`src/hw/rtl/aabb_pkg.sv`:
```
// Shared constants and types for the bounding-box accumulator.
package aabb_pkg;

  localparam int COORD_BITS_DEF = 16;
  localparam int GROUP_BITS_DEF = 16;

  // configuration port
  localparam int CFG_DATA_BITS  = 16;
  localparam int CFG_INDEX_BITS = 1;

  localparam logic [CFG_INDEX_BITS-1:0] REG_WANTED_GROUP    = 1'd0;
  localparam logic [CFG_INDEX_BITS-1:0] REG_GROUP_FILTER_ON = 1'd1;

  // per-item control handed to each axis unit
  typedef struct packed {
    logic step;   // item leaves the input register this cycle
    logic take;   // item passes the group filter
    logic first;  // no point gathered so far in this set
    logic last;   // item closes the set
  } axis_ctl_t;

endpackage

```
`src/hw/rtl/aabb_if.sv`:
```
// Valid/ready channels for points in and boxes out.
interface aabb_point_if #(
  parameter int COORD_BITS = 16,
  parameter int GROUP_BITS = 16
);
  logic                         valid;
  logic                         ready;
  logic signed [COORD_BITS-1:0] coord_x;
  logic signed [COORD_BITS-1:0] coord_y;
  logic signed [COORD_BITS-1:0] coord_z;
  logic        [GROUP_BITS-1:0] group_id;
  logic                         last_point;

  modport source (output valid, coord_x, coord_y, coord_z, group_id, last_point,
                  input ready);
  modport sink   (input valid, coord_x, coord_y, coord_z, group_id, last_point,
                  output ready);
endinterface

interface aabb_box_if #(
  parameter int COORD_BITS = 16
);
  logic                         valid;
  logic                         ready;
  logic signed [COORD_BITS-1:0] min_x;
  logic signed [COORD_BITS-1:0] max_x;
  logic signed [COORD_BITS-1:0] min_y;
  logic signed [COORD_BITS-1:0] max_y;
  logic signed [COORD_BITS-1:0] min_z;
  logic signed [COORD_BITS-1:0] max_z;
  logic signed [COORD_BITS:0]   center_x2;
  logic signed [COORD_BITS:0]   center_y2;
  logic signed [COORD_BITS:0]   center_z2;
  logic        [COORD_BITS-1:0] width_x;
  logic        [COORD_BITS-1:0] width_y;
  logic        [COORD_BITS-1:0] width_z;

  modport source (output valid, min_x, max_x, min_y, max_y, min_z, max_z,
                  center_x2, center_y2, center_z2, width_x, width_y, width_z,
                  input ready);
  modport sink   (input valid, min_x, max_x, min_y, max_y, min_z, max_z,
                  center_x2, center_y2, center_z2, width_x, width_y, width_z,
                  output ready);
endinterface

```
`src/hw/rtl/aabb_axis.sv`:
```
// One axis: running min/max registers and the box terms for the current item.
module aabb_axis import aabb_pkg::*; #(
  parameter int COORD_BITS = COORD_BITS_DEF
) (
  input  logic                         clk,
  input  logic                         rst,
  input  axis_ctl_t                    ctl,
  input  logic signed [COORD_BITS-1:0] coord,
  output logic signed [COORD_BITS-1:0] lo_out,
  output logic signed [COORD_BITS-1:0] hi_out,
  output logic signed [COORD_BITS:0]   center2,
  output logic        [COORD_BITS-1:0] width
);

  logic signed [COORD_BITS-1:0] run_lo;
  logic signed [COORD_BITS-1:0] run_hi;
  logic signed [COORD_BITS-1:0] run_lo_next;
  logic signed [COORD_BITS-1:0] run_hi_next;
  logic                         empty;

  always_comb begin
    run_lo_next = run_lo;
    run_hi_next = run_hi;
    if (ctl.take) begin
      if (ctl.first || (coord < run_lo)) begin
        run_lo_next = coord;
      end
      if (ctl.first || (coord > run_hi)) begin
        run_hi_next = coord;
      end
    end
  end

  // state is zero while no point is held, so min, max and center come out 0
  assign empty   = ctl.first && !ctl.take;
  assign lo_out  = run_lo_next;
  assign hi_out  = run_hi_next;
  assign center2 = {run_lo_next[COORD_BITS-1], run_lo_next}
                 + {run_hi_next[COORD_BITS-1], run_hi_next};
  assign width   = empty ? COORD_BITS'(1) : COORD_BITS'(run_hi_next - run_lo_next);

  always_ff @(posedge clk) begin
    if (rst) begin
      run_lo <= '0;
      run_hi <= '0;
    end else if (ctl.step) begin
      if (ctl.last) begin
        run_lo <= '0;
        run_hi <= '0;
      end else begin
        run_lo <= run_lo_next;
        run_hi <= run_hi_next;
      end
    end
  end

endmodule

```
`src/hw/rtl/aabb_group_accumulator_core.sv`:
```
// Top level: group-filtered axis-aligned bounding box over a point stream.
// A box is offered from the result register once its last point leaves the
//   input register; the min/max compare-select and the center/width adders sit
//   between the input and result registers. Throughput: 1 point per cycle,
//   except that a last point stalls while the result register stays full.
// Reset (rst, synchronous): clears config, running box, point flag, valids.
module aabb_group_accumulator_core import aabb_pkg::*; #(
  parameter int COORD_BITS = COORD_BITS_DEF,
  parameter int GROUP_BITS = GROUP_BITS_DEF
) (
  input  logic                      clk,
  input  logic                      rst,
  input  logic                      cfg_we,
  input  logic [CFG_INDEX_BITS-1:0] cfg_index,
  input  logic [CFG_DATA_BITS-1:0]  cfg_data,
  aabb_point_if.sink                points,
  aabb_box_if.source                box
);

  // ---------------------------------------------------------------- config
  logic [CFG_DATA_BITS-1:0] wanted_group;
  logic                     group_filter_on;
  logic [GROUP_BITS-1:0]    wanted_cmp;

  always_ff @(posedge clk) begin
    if (rst) begin
      wanted_group    <= '0;
      group_filter_on <= 1'b0;
    end else if (cfg_we) begin
      case (cfg_index)
        REG_WANTED_GROUP:    wanted_group    <= cfg_data;
        REG_GROUP_FILTER_ON: group_filter_on <= cfg_data[0];
        default: ;
      endcase
    end
  end

  // only the low GROUP_BITS of the wanted group take part in the compare
  generate
    if (GROUP_BITS <= CFG_DATA_BITS) begin : g_grp_narrow
      assign wanted_cmp = wanted_group[GROUP_BITS-1:0];
    end else begin : g_grp_wide
      assign wanted_cmp = {{(GROUP_BITS-CFG_DATA_BITS){1'b0}}, wanted_group};
    end
  endgenerate

  // ---------------------------------------------------------- input register
  logic                         s1_valid;
  logic signed [COORD_BITS-1:0] s1_x;
  logic signed [COORD_BITS-1:0] s1_y;
  logic signed [COORD_BITS-1:0] s1_z;
  logic        [GROUP_BITS-1:0] s1_group;
  logic                         s1_last;
  logic                         advance;
  logic                         out_valid;

  // a non-last item never needs the result register, so it moves freely;
  // a last item waits until the result register is free or being drained
  assign advance      = s1_valid && (!s1_last || !out_valid || box.ready);
  assign points.ready = !s1_valid || advance;

  always_ff @(posedge clk) begin
    if (rst) begin
      s1_valid <= 1'b0;
    end else if (points.ready) begin
      s1_valid <= points.valid;
    end
  end

  always_ff @(posedge clk) begin
    if (points.valid && points.ready) begin
      s1_x     <= points.coord_x;
      s1_y     <= points.coord_y;
      s1_z     <= points.coord_z;
      s1_group <= points.group_id;
      s1_last  <= points.last_point;
    end
  end

  // ---------------------------------------------------------- accumulation
  logic      have_point;
  logic      take;
  axis_ctl_t ctl;

  assign take = !group_filter_on || (s1_group == wanted_cmp);

  always_comb begin
    ctl.step  = advance;
    ctl.take  = take;
    ctl.first = !have_point;
    ctl.last  = s1_last;
  end

  always_ff @(posedge clk) begin
    if (rst) begin
      have_point <= 1'b0;
    end else if (advance) begin
      have_point <= s1_last ? 1'b0 : (have_point || take);
    end
  end

  logic signed [COORD_BITS-1:0] lo_x, hi_x, lo_y, hi_y, lo_z, hi_z;
  logic signed [COORD_BITS:0]   c2_x, c2_y, c2_z;
  logic        [COORD_BITS-1:0] w_x, w_y, w_z;

  aabb_axis #(.COORD_BITS(COORD_BITS)) u_axis_x (
    .clk(clk), .rst(rst), .ctl(ctl), .coord(s1_x),
    .lo_out(lo_x), .hi_out(hi_x), .center2(c2_x), .width(w_x)
  );

  aabb_axis #(.COORD_BITS(COORD_BITS)) u_axis_y (
    .clk(clk), .rst(rst), .ctl(ctl), .coord(s1_y),
    .lo_out(lo_y), .hi_out(hi_y), .center2(c2_y), .width(w_y)
  );

  aabb_axis #(.COORD_BITS(COORD_BITS)) u_axis_z (
    .clk(clk), .rst(rst), .ctl(ctl), .coord(s1_z),
    .lo_out(lo_z), .hi_out(hi_z), .center2(c2_z), .width(w_z)
  );

  // --------------------------------------------------------- result register
  logic signed [COORD_BITS-1:0] r_min_x, r_max_x, r_min_y, r_max_y, r_min_z, r_max_z;
  logic signed [COORD_BITS:0]   r_c2_x, r_c2_y, r_c2_z;
  logic        [COORD_BITS-1:0] r_w_x, r_w_y, r_w_z;

  always_ff @(posedge clk) begin
    if (rst) begin
      out_valid <= 1'b0;
    end else if (advance && s1_last) begin
      out_valid <= 1'b1;
    end else if (box.ready) begin
      out_valid <= 1'b0;
    end
  end

  always_ff @(posedge clk) begin
    if (advance && s1_last) begin
      r_min_x <= lo_x;
      r_max_x <= hi_x;
      r_min_y <= lo_y;
      r_max_y <= hi_y;
      r_min_z <= lo_z;
      r_max_z <= hi_z;
      r_c2_x  <= c2_x;
      r_c2_y  <= c2_y;
      r_c2_z  <= c2_z;
      r_w_x   <= w_x;
      r_w_y   <= w_y;
      r_w_z   <= w_z;
    end
  end

  assign box.valid     = out_valid;
  assign box.min_x     = r_min_x;
  assign box.max_x     = r_max_x;
  assign box.min_y     = r_min_y;
  assign box.max_y     = r_max_y;
  assign box.min_z     = r_min_z;
  assign box.max_z     = r_max_z;
  assign box.center_x2 = r_c2_x;
  assign box.center_y2 = r_c2_y;
  assign box.center_z2 = r_c2_z;
  assign box.width_x   = r_w_x;
  assign box.width_y   = r_w_y;
  assign box.width_z   = r_w_z;

endmodule
```
`src/flat_wrapper.sv`:
```
// flat-port wrapper written by rule: the top's interface ports become plain ports
module aabb_group_accumulator_core_flat import aabb_pkg::*;
#(
  parameter int COORD_BITS = COORD_BITS_DEF,
  parameter int GROUP_BITS = GROUP_BITS_DEF
)
  (clk, rst, cfg_we, cfg_index, cfg_data, points_valid, points_coord_x, points_coord_y, points_coord_z, points_group_id, points_last_point, points_ready, box_valid, box_min_x, box_max_x, box_min_y, box_max_y, box_min_z, box_max_z, box_center_x2, box_center_y2, box_center_z2, box_width_x, box_width_y, box_width_z, box_ready);
  aabb_point_if #(.COORD_BITS(COORD_BITS), .GROUP_BITS(GROUP_BITS)) points_i ();
  aabb_box_if #(.COORD_BITS(COORD_BITS)) box_i ();
  input  logic clk;
  input  logic rst;
  input  logic cfg_we;
  input  logic [CFG_INDEX_BITS-1:0] cfg_index;
  input  logic [CFG_DATA_BITS-1:0] cfg_data;
  input wire logic [$bits(points_i.valid)-1:0] points_valid;
  input wire logic [$bits(points_i.coord_x)-1:0] points_coord_x;
  input wire logic [$bits(points_i.coord_y)-1:0] points_coord_y;
  input wire logic [$bits(points_i.coord_z)-1:0] points_coord_z;
  input wire logic [$bits(points_i.group_id)-1:0] points_group_id;
  input wire logic [$bits(points_i.last_point)-1:0] points_last_point;
  output wire logic [$bits(points_i.ready)-1:0] points_ready;
  output wire logic [$bits(box_i.valid)-1:0] box_valid;
  output wire logic [$bits(box_i.min_x)-1:0] box_min_x;
  output wire logic [$bits(box_i.max_x)-1:0] box_max_x;
  output wire logic [$bits(box_i.min_y)-1:0] box_min_y;
  output wire logic [$bits(box_i.max_y)-1:0] box_max_y;
  output wire logic [$bits(box_i.min_z)-1:0] box_min_z;
  output wire logic [$bits(box_i.max_z)-1:0] box_max_z;
  output wire logic [$bits(box_i.center_x2)-1:0] box_center_x2;
  output wire logic [$bits(box_i.center_y2)-1:0] box_center_y2;
  output wire logic [$bits(box_i.center_z2)-1:0] box_center_z2;
  output wire logic [$bits(box_i.width_x)-1:0] box_width_x;
  output wire logic [$bits(box_i.width_y)-1:0] box_width_y;
  output wire logic [$bits(box_i.width_z)-1:0] box_width_z;
  input wire logic [$bits(box_i.ready)-1:0] box_ready;
  assign points_i.valid = points_valid;
  assign points_i.coord_x = points_coord_x;
  assign points_i.coord_y = points_coord_y;
  assign points_i.coord_z = points_coord_z;
  assign points_i.group_id = points_group_id;
  assign points_i.last_point = points_last_point;
  assign points_ready = points_i.ready;
  assign box_valid = box_i.valid;
  assign box_min_x = box_i.min_x;
  assign box_max_x = box_i.max_x;
  assign box_min_y = box_i.min_y;
  assign box_max_y = box_i.max_y;
  assign box_min_z = box_i.min_z;
  assign box_max_z = box_i.max_z;
  assign box_center_x2 = box_i.center_x2;
  assign box_center_y2 = box_i.center_y2;
  assign box_center_z2 = box_i.center_z2;
  assign box_width_x = box_i.width_x;
  assign box_width_y = box_i.width_y;
  assign box_width_z = box_i.width_z;
  assign box_i.ready = box_ready;
  aabb_group_accumulator_core #(.COORD_BITS(COORD_BITS), .GROUP_BITS(GROUP_BITS)) u_core (.clk(clk), .rst(rst), .cfg_we(cfg_we), .cfg_index(cfg_index), .cfg_data(cfg_data), .points(points_i), .box(box_i));
endmodule
```
`config.mk`:
```
export PLATFORM = sky130hd
export DESIGN_NAME = aabb_group_accumulator_core_flat
export DESIGN_NICKNAME = d
export VERILOG_FILES = /design/src/hw/rtl/aabb_pkg.sv /design/src/hw/rtl/aabb_if.sv /design/src/hw/rtl/aabb_axis.sv /design/src/hw/rtl/aabb_group_accumulator_core.sv /design/src/flat_wrapper.sv
export SDC_FILE = /design/constraint.sdc
export NUM_CORES = 1
export LEC_CHECK = 0
export ABC_AREA = 1
export BUFFER_PORTS_ARGS = -buffer_cell sky130_fd_sc_hd__buf_2
export CORE_UTILIZATION = 45
export CTS_CLUSTER_DIAMETER = 30
export DETAILED_ROUTE_END_ITERATION = 10
export PLACE_DENSITY = 0.66
export SLEW_MARGIN = 20
export SYNTH_ARGS = -nofsm -noshare
export SYNTH_HDL_FRONTEND = slang
export SYNTH_HIERARCHICAL = 1
export SYNTH_SLANG_ARGS = --single-unit
```
`constraint.sdc`:
```
create_clock -name clk -period 8.1 [get_ports clk]
set_clock_uncertainty 0.05 [all_clocks]
set_input_delay 1.215 -clock clk [delete_from_list [all_inputs] [get_ports clk]]
set_output_delay 1.215 -clock clk [all_outputs]
set_load 0.03 [all_outputs]
```
Word-level counts from Yosys, hierarchy flattened
Cells that the tools add are included.

storage, ports and cells
  bits in registers = 376
  input bits = 87
  logic and storage cells = 87

cells by class
  add/sub/neg operators = 6
  $lt $le $gt $ge = 6
  eq/ne operators = 1
  mux-type cells = 21
  bitwise gates (word level) = 1
  reductions and logical operators = 24

operator list
  cell                         number
  2-to-1 mux 16 bit            18
  adder 16 x 16 -> 17 bit      3
  > comparator 16 bit          3
  less-than comparator 16 bit  3
  subtractor 16 bit            3
  == test 16 bit               1
  logical OR 1 bit             11
  zero test 1 bit              6
  logical AND 1 bit            4
  AND reduction 2 bit          2
  2-to-1 mux 1 bit             3
  nonzero test 2 bit           1
  inverter 1 bit               1

Longest topological paths before layout
Gate-level depths: netlist of run 1.

  word-level depth = 6
  depth in mapped cells = 33

Modules after synthesis
Netlist of run 1, hierarchy kept.

modules (own cells, without submodules)
  module                        instances  cells each  area an instance (sq um)  seq. area each (sq um)
  aabb_group_accumulator_core   1          436         8854.7                    8207.9
  aabb_axis at u_core.u_axis_x  1          720         4336.7                    640.6
  aabb_axis at u_core.u_axis_z  1          714         4227.8                    640.6
  aabb_axis at u_core.u_axis_y  1          714         4207.8                    640.6

Worst setup path after synthesis of run 1
OpenSTA, ideal clock, no wires.

  kind = input to register
  start = in box_ready
  end = reg u_core.r_c2_x[0] (netlist: u_core/box.center_x2[0]) (enable)
  data arrival time = 5461 ps
  required time = 7504 ps
  slack = 2043 ps
  stages on the path = 4
  cells stage by stage = inv_1 > a31oi_1 > nand2_1 > inv_1

between the ends
  longest elaborated chain between the ends = 3

RTL lines
  item                  line                                text
  start, declared       flat_wrapper.sv:35                  input wire logic [$bits(box_i.ready)-1:0] box_ready;
  logical OR 1 bit      aabb_group_accumulator_core.sv:59   assign advance = s1_valid && (!s1_last || !out_valid || box.ready);
  logical AND 1 bit     aabb_group_accumulator_core.sv:59
  via u_core.advance    aabb_group_accumulator_core.sv:54   logic advance;
  logical AND 1 bit     aabb_group_accumulator_core.sv:137  if (advance && s1_last) begin
  end signal, assigned  aabb_group_accumulator_core.sv:144  r_c2_x <= c2_x;
  end, declared         aabb_group_accumulator_core.sv:123  logic signed [COORD_BITS:0] r_c2_x, r_c2_y, r_c2_z;

The timed path passes the listed nets, and every way through them passes these cells.
A chain may end at the register's enable or synchronous reset.

==> metrics, run 1 <==
outcome completed; Max FO, Critical Path 31; Antenna Nets Post-Route 0; antenna violations before repair 4; DR vias/cell 5.18; global route overflow 0; r2r worst-path depth 19; Synth Register Bits 376; hold crit path type flop to flop; RSZ-0062 raised after global routing false; library cells used by synthesis 39; drt first pass iters 7; GP Congestion 0.899; # hold bufs at CTS 0; Worst Max-Slew Pin Slew 931 ps; DP Area 23,500 um^2; Syn Nets 2,860; most frequent cells in the layout nand2_1, inv_1, buf_2, a21oi_1, edfxtp_1; PortBufs 283; post-synthesis cell count 2,584; largest net degree at the start of global routing 123; Area Overhead vs Synth 23.0%; hold depth 2; fmax 203 MHz; final period utilization 60.8%; vias in the first global route 18,271; fin. max-slew vios 0; Crit. End Element flop; post_cts resized 0; WP data required 8410 ps; H-tree levels 3; Reg clk slew, reported paths 50 ps; Filler Cells Inserted 4,179; CP Data Arrival Time 5230 ps; CTS tree done; most common cell after layout, fill and taps aside nand2_1; Pwr per Cell Area 283 nW/um^2; crit path launch type flop; Clock Tree Root clkbuf_16; share of cells above drive strength 1 19.9%; row count 79; via count 18,458; synth warn 6; top cell type's share of synthesized area 36.1%; CP Class flop to flop; Worst path slowest cell nand2_2; final count of hold timing violations 0; final worst slack 3180 ps; max incr delay on CP 660 ps; mapped cell area 21,600 um^2; maxcap violations 0; final total power 7.53 mW; DR WL/cell 17.0 um; clk buf depth 3; peak supply drop 0.174 mV; fin crit period 4920 ps; Ports 284; Die Ht 221 um; final instance area 26,600 um^2; clk_lat worst skew 630 ps; crit path cell chain nand2_1 -> nand2_1 -> nor2_1 -> nand2_1 -> nor2_1 -> nand2_1 -> nand2_2 -> nand2_2 -> o21ai_0 -> inv_1 -> ha_1 -> inv_1 -> a21o_1 -> a21oi_1 -> nor2_1 -> a2111oi_0 -> nand3_1 -> nand2_1 -> nor2_1; Setup-failing EPs final 0; post-route non-filler standard cell count 3,562; Seq/Total Area, Yosys 46.8%; cell taking the most area after synthesis edfxtp_1; GRT Util Overall 24.8%; DRC 0; die width 221 um; clock sink total 376; Leak 11.9 nW; Die Area 48,900 um^2; Inserted Clock Buffers 88; Synth area leaders edfxtp_1, nand2_1, ha_1, dfxtp_1, a21oi_1; dpl hpwl 44,900 um; Final Net Count 3,157; Setup Buffers After CTS 0; DRT iter0 DRCs 1,410; Placed Cells 3,398; CP dominant cell by count nand2_1; syn avg cell area 8.37 um^2; first-pass GRT wire length 95,700 um; Total Wirelength 60,600 um; setup tns final 0 ps; Initial Utilization 46.1%; worst slack at placement 3320 ps; Slew HR 37.9%; core area 47,000 um^2
-- cell usage after synthesis, drive strengths merged --
master	number
nand2	729
inv	359
a21oi	285
edfxtp	260
nor2	201
ha	189
o21ai	129
dfxtp	116
nand3	114
clkbuf	60
nor3	31
buf	25
xor2	21
a21o	9
nand4	9
o21a	9
a31oi	8
o21bai	7
nor4	6
a221oi	4
a2111oi	3
or2	3
a21boi	2
and3	2
o221a	2
nand3b	1
-- per-stage QoR --
stage	hold slack [ps]	util [%]
2_1_floorplan	393	-
3_3_place_gp	402	50.1
3_5_place_dp	407	50.1
4_1_cts	413	56.6
5_1_grt	426	56.6
6_report	413	56.6
-- path summary, 6_finish.rpt --
kind	from	endpoint	slack, ps
hold / removal	u_core/u_axis_z/run_hi[12]	u_core/u_axis_z/run_hi[12]	410
setup reg to reg	u_core/s1_group[4]	u_core/box.width_z[15]	3180
setup / recovery	u_core/s1_group[4]	u_core/box.width_z[15]	3180
hold reg to reg	u_core/u_axis_z/run_hi[12]	u_core/u_axis_z/run_hi[12]	410
-- report_power, final --
part           internal [mW]  switching [mW]  leakage [nW]
combinational          0.498            1.15          7.01
clock                   2.41            1.18          1.47
sequential              2.24          0.0541          3.37
-- routing by layer --
metal	up-vias	GRT usage (%)	share of wire [%]
met5	-	0	0.028
met3	146	5.23	6.5
met1	8550	32.8	44
li1	9112	-	-
met2	646	39.5	46
met4	4	10.2	3.4
-- critical path, delay by kind of cell, from the launching register on --
| family | cells | cell delay [ps] |
|---|---|---|
| and+or+nand+nor | 12 | 2040 |
| AOI/OAI and AO/OA | 4 | 1390 |
| adders and majority gates | 1 | 470 |
| DFF | 1 | 400 |
| buffers and inverters | 2 | 260 |
-- final cells by class --
cell class	instances	area (um^2)	area share, %
timing repair buffer	292	1490	5.59
clock buffer	95	2240	8.42
multi-input combinational	1764	9800	36.8
inverter	359	1360	5.10
tap	607	759	2.86
antenna	1	2.50	0.00941
clock inverter	68	822	3.09
sequential	376	10100	38.1
-- logic make-up after synthesis --
logic type      share of synthesized area [%]
flops                                    46.8
compound gates                           11.3
simple gates                             22.2
fa+ha+maj                                10.9
buf+inv                                  7.89
xor+xnor                                0.850
No activity file was read; power rests on OpenSTA's default activity.
==> inputs of run 2 (changes only) <==
--- a/config.mk
+++ b/config.mk
@@ -10,7 +10,7 @@
 export CORE_UTILIZATION = 45
 export CTS_CLUSTER_DIAMETER = 30
 export DETAILED_ROUTE_END_ITERATION = 10
-export PLACE_DENSITY = 0.66
+export PLACE_DENSITY = 0.68
 export SLEW_MARGIN = 20
 export SYNTH_ARGS = -nofsm -noshare
 export SYNTH_HDL_FRONTEND = slang
==> constraint.sdc (replaced) <==
create_clock -name clk -period 4.1 [get_ports clk]
set_clock_uncertainty 0.05 [all_clocks]
set_input_delay 0.615 -clock clk [delete_from_list [all_inputs] [get_ports clk]]
set_output_delay 0.615 -clock clk [all_outputs]
set_load 0.03 [all_outputs]
==> run 2 against run 1 <==
Net effect: final cell count rose by 3.1%; clock power rose by 89%; fmax rose by 27%; utilization rose by 2.3 points; register-to-register slack got worse by 2900 ps; non-clock buffer count rose by 104; via count rose by 1.2%; first-iteration DRC count fell by 3.3%; sequential cell count did not move; global-route usage rose by 0.091 points.
==> metrics, run 2 (synthesis results as in run 1) <==
GRT Util Overall 24.9% (was 24.8%); max incr delay on CP 400 ps (was 660 ps); most common cell after layout, fill and taps aside nand2_1 (unchanged); Antenna Nets Post-Route 0 (unchanged); Seq pwr share 30.3% (was 30.5%); fmax 258 MHz (was 203 MHz); fin crit period 3870 ps (was 4920 ps); GP Congestion 0.943 (was 0.899); DP Area 24,300 um^2 (was 23,500 um^2); Internal 10.1 mW (was 5.14 mW); post-route non-filler standard cell count 3,671 (was 3,562); r2r worst-path depth 20 (was 19); largest net degree at the start of global routing 105 (was 123); crit path launch type flop (unchanged); DR vias/cell 5.09 (was 5.18); share of cells above drive strength 1 24.2% (was 19.9%); DRT iter0 DRCs 1,364 (was 1,410); Max FO, Critical Path 16 (was 31); die width 221 um (unchanged); drt first pass iters 5 (was 7); Pwr per Cell Area 540 nW/um^2 (was 283 nW/um^2); first-pass GRT wire length 96,300 um (was 95,700 um); final period utilization 94.4% (was 60.8%); Sw Pwr 4.84 mW (was 2.39 mW); via count 18,686 (was 18,458); DRC 0 (unchanged); Inserted Clock Buffers 87 (was 88); clock sink total 376 (unchanged); PortBufs 283 (unchanged); Worst path slowest cell edfxtp_1 (was nand2_2); Clock Tree Root clkbuf_16 (unchanged); Die Ht 221 um (unchanged); fin. max-slew vios 0 (unchanged); Worst Max-Slew Pin Slew 1090 ps (was 931 ps); dpl hpwl 46,400 um (was 44,900 um); hold depth 1 (was 2); Reg clk slew, reported paths 50 ps (about the same); outcome completed (unchanged); Max Used Layer met5 (unchanged); Slew HR 27.2% (was 37.9%); DR WL/cell 16.9 um (was 17.0 um); H-tree levels 3 (unchanged); Comb power frac 24.3% (was 21.9%); global route overflow 0 (unchanged); vias in the first global route 18,085 (was 18,271); CP Class flop to flop (unchanged); Setup-failing EPs final 0 (unchanged); final count of hold timing violations 0 (unchanged); crit path cell chain buf_4 -> ha_1 -> a21oi_1 -> o21ai_0 -> a21oi_1 -> nand3_1 -> nand2_1 -> nand2_2 -> nand2_4 -> nand2_4 -> a21oi_1 -> ha_2 -> a21oi_1 -> o21ai_0 -> inv_1 -> o21ai_0 -> a31oi_1 -> nand2_1 -> nand2_1 -> nand2_1 (was nand2_1 -> nand2_1 -> nor2_1 -> nand2_1 -> nor2_1 -> nand2_1 -> nand2_2 -> nand2_2 -> o21ai_0 -> inv_1 -> ha_1 -> inv_1 -> a21o_1 -> a21oi_1 -> nor2_1 -> a2111oi_0 -> nand3_1 -> nand2_1 -> nor2_1); peak supply drop 0.357 mV (was 0.174 mV); CTS tree done (unchanged); clock power share 45.4% (was 47.6%); met3 WL 4090 um (was 3950 um); antenna violations before repair 9 (was 4); row count 79 (unchanged); Ports 284 (unchanged); wire length on met1 28,400 um (was 26,900 um); Initial Utilization 46.1% (unchanged); final instance area 27,700 um^2 (was 26,600 um^2); routed wl met2 28,200 um (was 27,700 um); maxcap violations 0 (unchanged); Placed Cells 3,487 (was 3,398); clk buf depth 3 (unchanged); Total Wirelength 61,900 um (was 60,600 um); core area 47,000 um^2 (unchanged); Switching Share 32.3% (was 31.7%); Leak 12.3 nW (was 11.9 nW); most frequent cells in the layout nand2_1, inv_1, buf_2, a21oi_1, edfxtp_1 (unchanged); hold crit path type input port to flop (was flop to flop); CP Data Arrival Time 4170 ps (was 5230 ps); Die Area 48,900 um^2 (unchanged); clk_lat worst skew 620 ps (was 630 ps); Area Overhead vs Synth 28.1% (was 23.0%); Crit. End Element flop (unchanged); WP data required 4400 ps (was 8410 ps); Final Net Count 3,261 (was 3,157)
==> run 2: cell types whose count changed in the layout (fill, tap and decap cells not counted), moves of 6 or more <==
cell       before  now
a21oi_1       281  266
ha_1          189  170
clkinv_2       17    9
buf_4          10  107
a21oi_2         4   19
bufinv_16      12    6
o21ai_0       124   99
o21ai_1         3   26
clkbuf_1        6   12
ha_2            0    7
ha_4            0   12
nor2_2          4   11
nor2_1        196  189
==> run 2: final cells by class <==
type,count,area (um^2)
diodes,4,10.0
clock buffers,103,2300
clock inverters,61,626
fillers,4140,19300
inverters,359,1360
multi-input cells,1765,10200
flip-flops and latches,376,10100
well taps,607,759
repair buffers,396,2320
==> run 2: worst paths after layout <==
path / slack [ps] / start / end
setup / recovery: 230 / u_core/s1_y[13] / u_core/box.center_y2[16]
hold / removal: 120 / points_last_point / u_core/s1_last
setup reg to reg: 230 / u_core/s1_y[13] / u_core/box.center_y2[16]
hold reg to reg: 410 / u_core/u_axis_y/run_lo[9] / u_core/u_axis_y/run_lo[9]
==> run 2: repair_timing <==
item,in CTS,in global routing
hold endpoints to repair,0,0
resized for setup,1,100
hold buffers,0,0
gates cloned,0,1
endpoints found under the setup margin,1,53
buffers inserted,0,15
pin swaps,0,10
==> run 2: metrics by stage <==
stage	setup WS, ps	total power, mW	hold slack (ps)	TNS [ps]	util (%)
6_report	229	15.0	123	0	59.0
4_1_cts	52.3	14.9	91.7	0	57.9
2_1_floorplan	-123	6.90	393	-24070	-
3_3_place_gp	37.2	7.98	402	0	51.7
5_1_grt	-29.0	15.7	101	-90.1	59.0
3_5_place_dp	22.2	8.02	407	0	51.7
==> run 2: worst max-delay path, delay by kind of cell, from the launching register on <==
family / cells / cell delay (ps)
AO/OA/AOI/OAI: 8 / 1420
adder cells (fa/ha/maj): 2 / 670
buffers and inverters: 2 / 250
flip-flops: 1 / 400
AND/OR/NAND/NOR: 8 / 810
==> run 2: per-layer routing <==
| metal | track usage, % | vias to the layer above |
|---|---|---|
| met5 | 0 | - |
| met4 | 8.12 | 10 |
| met3 | 4.95 | 97 |
| met2 | 39.5 | 620 |
| met1 | 34.1 | 8627 |
| li1 | - | 9332 |
==> run 2: power by group through the flow <==
stage / Sequential [mW] / Combinational, mW / Clock (mW)
global route: 4.54 / 4.01 / 7.11
detailed placement: 4.59 / 3.42 / 0
finish: 4.53 / 3.64 / 6.80
floorplan: 4.80 / 2.10 / 0
global placement: 4.59 / 3.39 / 0
CTS: 4.53 / 3.44 / 6.91
